## src/rtl/core/gcab_ram.sv

```systemverilog
`default_nettype none

// Single-port RAM with a registered read. A write cycle leaves the read data alone.
module gcab_ram #(
    parameter int unsigned WIDTH = 8,
    parameter int unsigned DEPTH = 256
) (
    input  logic                     clk,
    input  logic                     en,
    input  logic                     we,
    input  logic [$clog2(DEPTH)-1:0] addr,
    input  logic [WIDTH-1:0]         wdata,
    output logic [WIDTH-1:0]         rdata
);

    logic [WIDTH-1:0] mem_reg [DEPTH];
    logic [WIDTH-1:0] rdata_reg;

    always_ff @(posedge clk)
    begin
        if (en)
        begin
            if (we)
            begin
                mem_reg[addr] <= wdata;
            end
            else
            begin
                rdata_reg <= mem_reg[addr];
            end
        end
    end

    assign rdata = rdata_reg;

endmodule

`default_nettype wire

```

## config.mk

```make
export PLATFORM = sky130hd
export DESIGN_NAME = gcab_ram
export DESIGN_NICKNAME = d
export VERILOG_FILES = /design/src/rtl/core/gcab_ram.sv
export SDC_FILE = /design/constraint.sdc
export NUM_CORES = 2
export LEC_CHECK = 0
export BUFFER_PORTS_ARGS = -buffer_cell sky130_fd_sc_hd__buf_2
export CELL_PAD_IN_SITES_DETAIL_PLACEMENT = 1
export CELL_PAD_IN_SITES_GLOBAL_PLACEMENT = 1
export CORE_AREA = 5 5 449 451
export CTS_BUF_LIST = sky130_fd_sc_hd__clkbuf_4
export CTS_CLUSTER_SIZE = 28
export DETAILED_ROUTE_END_ITERATION = 6
export DIE_AREA = 0 0 454 456
export GPL_TIMING_DRIVEN = 0
export PLACE_DENSITY = 0.69
export SYNTH_ARGS = -nofsm -noshare
export SYNTH_HDL_FRONTEND = slang
export SYNTH_SLANG_ARGS = --single-unit
export TNS_END_PERCENT = 100
```

## constraint.sdc

```tcl
create_clock -name clk -period 2.3 [get_ports clk]
set_input_delay 0.23 -clock clk [delete_from_list [all_inputs] [get_ports clk]]
set_output_delay 0.23 -clock clk [all_outputs]
set_load 0.02 [all_outputs]
```

## After elaboration in Yosys (flattened, before gate mapping)

Memory sizes are Yosys's and may differ from the RTL's. A register that Yosys moved wholly into a read port is not among the register bits.
Index checks and enable logic that the tools add are counted.
W data, S select, Z words.

| storage, ports and cells | value |
|---|---|
| register bits after elaboration | 0 |
| memories | 1 |
| RAM bits | 2,048 |
| input bits | 19 |
| output and inout bits | 8 |

| operators by class | value |
|---|---|
| muxes and demuxes | 3 |
| reduce and logical (&&, ||, !) cells | 1 |
| bitwise gates (word level) | 1 |

Memory list:

| memory | words | width | read ports | clocked after memory_dff | write ports | line | source |
|---|---|---|---|---|---|---|---|
| mem_reg | 256 | 8 | 1 | 1 | 1 | 16 | `logic [WIDTH-1:0] mem_reg [DEPTH];` |

Operator list:

| kind | count |
|---|---|
| $mux W1 | 3 |
| $reduce_and A2 Y1 | 1 |
| $not A1 Y1 | 1 |

## Longest topological paths before layout

| depth | value |
|---|---|
| word-level depth | 3 |
| gate-level depth with buffers | 9 |
| depth with buffers taken out | 5 |

## Worst setup path after synthesis

No wires, ideal clock.

| path | value |
|---|---|
| path type | input to register |
| start | in addr[0] |
| end | mem mem_reg[117][0] (enable) |
| setup slack | -0.225 ns |
| arrival | 2.155 ns |
| buffers on the path | 5 |
| data required time | 1.930 ns |
| stages | 8 |
| cells stage by stage | buf_2 > buf_6 > buf_2 > buf_2 > nor3b_1 > nand2_1 > clkbuf_1 > nor2_1 |

RTL lines:

| what | line | source |
|---|---|---|
| start: declaration | 11 | `input logic [$clog2(DEPTH)-1:0] addr,` |
| end: declaration | 16 |  |

Straight into the memory's write port.

==> summary.md <==
| Metric | Value |
|---|---|
| CTS Buf Count | `540` |
| Sum of buffers and inverters on the critical path | `4` |
| Reg-to-Reg End | `rdata[6]` |
| Synth warn | `0` |
| Fin Hold WS | `about 0.11 ns` |
| Fmax | `~350 MHz` |
| Longest Clk Path Bufs | `4` |
| Final setup skew | `0.0929 ns` |
| Worst-Margin Slew | `1.25 ns` |
| Gr usage total | `about 22%` |
| CP cell instances | `buf_2 > nor2b_1 > clkbuf_2 > clkbuf_4 > clkbuf_1 > a22oi_1 > a21oi_1 > o41ai_1 > nand4_1` |
| Vias | `between 40000 and 50000` |
| # rows | `about 160` |
| GR Overflow Total | `0` |
| Layout cell share with drive strength beyond 1 | `around two fifths` |
| Setup CP Type | `input port to flip-flop` |
| DR WL/cell | `32.3 um` |
| Gpl congestion | `roughly 0.93` |
| Failing checks | `negative setup slack` |
| R2r setup slk | `-0.39 ns` |
| Delay of the slowest critical-path stage | `a little over 0.9 ns` |
| Worst vdd ir | `about 0.4 mV` |
| Core region area | `between 0.15 and 0.2 mm2` |
| Layout area overhead | `16.4%` |
| RSZ-0062 raised after global routing | `yes` |
| Maxcap violations | `0` |
| Syn nets | `about 3500` |
| Post-CTS setup buffer count | `0` |
| Remaining DRCs | `0` |
| First-pass GRT wire length | `322000 um` |
| Crit path required time | `about 3.4 ns` |
| Distinct cells, synth | `21` |
| H-tree Lvls | `6` |
| Post-detail-place hpwl | `~150000 um` |
| Register bit total from synthesis | `a little over 2000` |
| Max reg flops | `between 2000 and 2500` |
| Via density | `5.82` |
| Die Ht | `roughly 460 um` |
| Util after Layout | `between 40% and 50%` |
| Antenna-violating nets left | `0` |
| Clk pin slew, worst setup/hold paths | `0.06 ns` |
| Root buffer cell | `clkbuf_4` |
| Critical path arrival | `between 3 and 4 ns` |
| Sequential element share of the synthesized area | `about four fifths` |
| CP delay by family, top | `buffers and inverters` |
| Static leakage | `around 28 nW` |
| Total power | `~0.076 W` |
| DRT Pass-1 Iters | `6` |
| Die width | `between 400 and 500 um` |
| Startpoint types | `input port` |
| CTS sink count | `just over 2000` |
| Worst R2R Path Depth | `5` |
| Cell depth of the worst min-delay path | `2` |
| CP Max Fanout | `10` |
| Min Tclk post-route | `2.84 ns` |
| Vias in the first global route | `between 40000 and 50000` |
| Outcome | `complete, but fails checks` |
| Port bufs | `24` |
| Final net count | `slightly above 4000` |
| Mean Syn Cell Area | `around 22 um2` |
| Final setup vio count | `373` |
| Total Wirelength | `around 230000 um` |
| Final Hold Fails | `0` |
| Reg2reg start | `mem_reg[207][6]` |
| Max_slew headroom | `between 15 and 20%` |
| Setup ws final | `-0.540 ns` |
| CP max stage cell | `clkbuf_1` |
| Pwr dens | `a little over 800 mW/mm2` |
| Synth Instances | `3526` |
| IO Pins | `27` |
| Hold path endpoint | `mem_reg[206][5]` |
| Starting density of the core | `39.8%` |
| Initial antenna violation count | `9` |
| CTS tree | `yes` |
| Worst Hold Class | `input port to flip-flop` |
| Pins over their slew limit | `0` |
| Largest net degree at the start of global routing | `~150` |
| Mapped cell area | `between 0.07 and 0.08 mm2` |
| DR iter-0 viols | `about 5200` |
| Die area | `0.207 mm2` |
| Worst Min Path Start | `wdata[5]` |
| Worst Setup End Kind | `flip-flop` |
| Final worst-path cycle share | `123%` |
| Setup TNS | `-18.65 ns` |
| Clk Latency, worst-skew pair | `between 1 and 1.5 ns` |
-- per-stage QoR --
step,setup slack (ns),cell area [um2],std cells
floorplan,-0.126,78800,3526
global placement,-3.96,82200,6190
detailed placement,-3.12,82900,6215
CTS,-0.374,90200,7109
global route,-0.337,91200,7119
finish,-0.540,91200,7123
-- per-layer routing --
layer | GRT usage [%] | share of wire, % | wire length (um) | vias up
li1 | - | - | - | 16600
met1 | 28.7 | 38 | 87000 | 21900
met2 | 33.6 | 47 | 108000 | 2417
met3 | 7.69 | 11 | 25700 | 508
met4 | 9.13 | 4.1 | 9480 | 0
met5 | 0 | 0 | 0 | -
-- synth_stat cells --
| cell type | count | area share (%) |
|---|---|---|
| nand4_1 | 8 | 0.064 |
| nor3b_1 | 2 | 0.019 |
| nor3_1 | 1 | 0.0064 |
| and2_1 | 2 | 0.016 |
| buf_6 | 9 | 0.13 |
| nand2b_1 | 2 | 0.016 |
| nand3_1 | 4 | 0.026 |
| nor2b_1 | 7 | 0.056 |
| edfxtp_1 | 2056 | 79 |
| buf_2 | 41 | 0.26 |
| buf_4 | 11 | 0.11 |
| a21oi_1 | 128 | 0.82 |
| or2_2 | 1 | 0.0080 |
| o41ai_1 | 32 | 0.36 |
| and4_1 | 1 | 0.011 |
| a22oi_1 | 256 | 2.5 |
| mux4_2 | 512 | 15 |
| clkbuf_1 | 143 | 0.68 |
| nand2_1 | 30 | 0.14 |
| buf_1 | 21 | 0.10 |
| nor2_1 | 259 | 1.2 |
-- cell families (layout without fill, tap and decap cells) --
kind of cell	after synthesis	count (layout)	share of synthesized area, %
flip-flops	2056	2056	78.8
other	0	13	0
buffers and inverters	225	1169	1.28
AO/OA/AOI/OAI	416	416	3.63
multiplexers	512	512	14.7
AND/OR/NAND/NOR	317	317	1.61
-- how the worst max path moves through the flow --
stage,start,to,slack [ns],depth (start not counted)
5_1_grt,mem_reg[32][2],rdata[2],-0.34,5
2_1_floorplan,addr[0],mem_reg[114][0],-0.13,8
3_3_place_gp,addr[2],mem_reg[71][5],-3.96,8
4_1_cts,mem_reg[174][1],rdata[1],-0.37,5
3_5_place_dp,addr[2],mem_reg[207][1],-3.12,9
6_report,addr[2],rdata[6],-0.54,9
-- placed cells by master (no fill, tap or decap), types with 10 or more instances in the layout --
cell type and count:
diode_2 13, inv_2 10, clkinv_2 11, a22oi_2 65, buf_2 59, a21oi_2 60, mux4_2 512, buf_1 15
clkbuf_1 103, nand2_1 12, a21oi_1 62, nand2_4 13, a22oi_1 191, clkinv_1 83, clkbuf_4 769, dlygate4sd3_1 21
nor2_4 108, o41ai_1 11, nor2_2 69, clkbuf_2 29, buf_4 14, nor2_1 82, buf_16 21, o41ai_2 16
edfxtp_1 2056
-- power by group --
group          total, W  switching (W)  internal, W
registers        0.0413      0.0000125       0.0413
clock network    0.0306         0.0147       0.0159
logic           0.00401        0.00272      0.00130
total            0.0759         0.0174       0.0584
-- what timing repair did --
action                                   CTS  global route
pin swaps                                 25            38
hold buffers                              23             1
endpoints found under the setup margin  2056           793
endpoints found under the hold margin   2255            14
gates resized for setup                  204           226
-- layout make-up --
type	instances	area [um2]
diodes	13	32.5
plain buffers	221	1090
clock buffers	765	5740
clock inverters	110	584
fillers	18200	106000
multi-input cells	1245	17600
flip-flops and latches	2056	61700
well taps	2640	3300
repair buffers	73	1120
(Power assumes the default switching activity.)
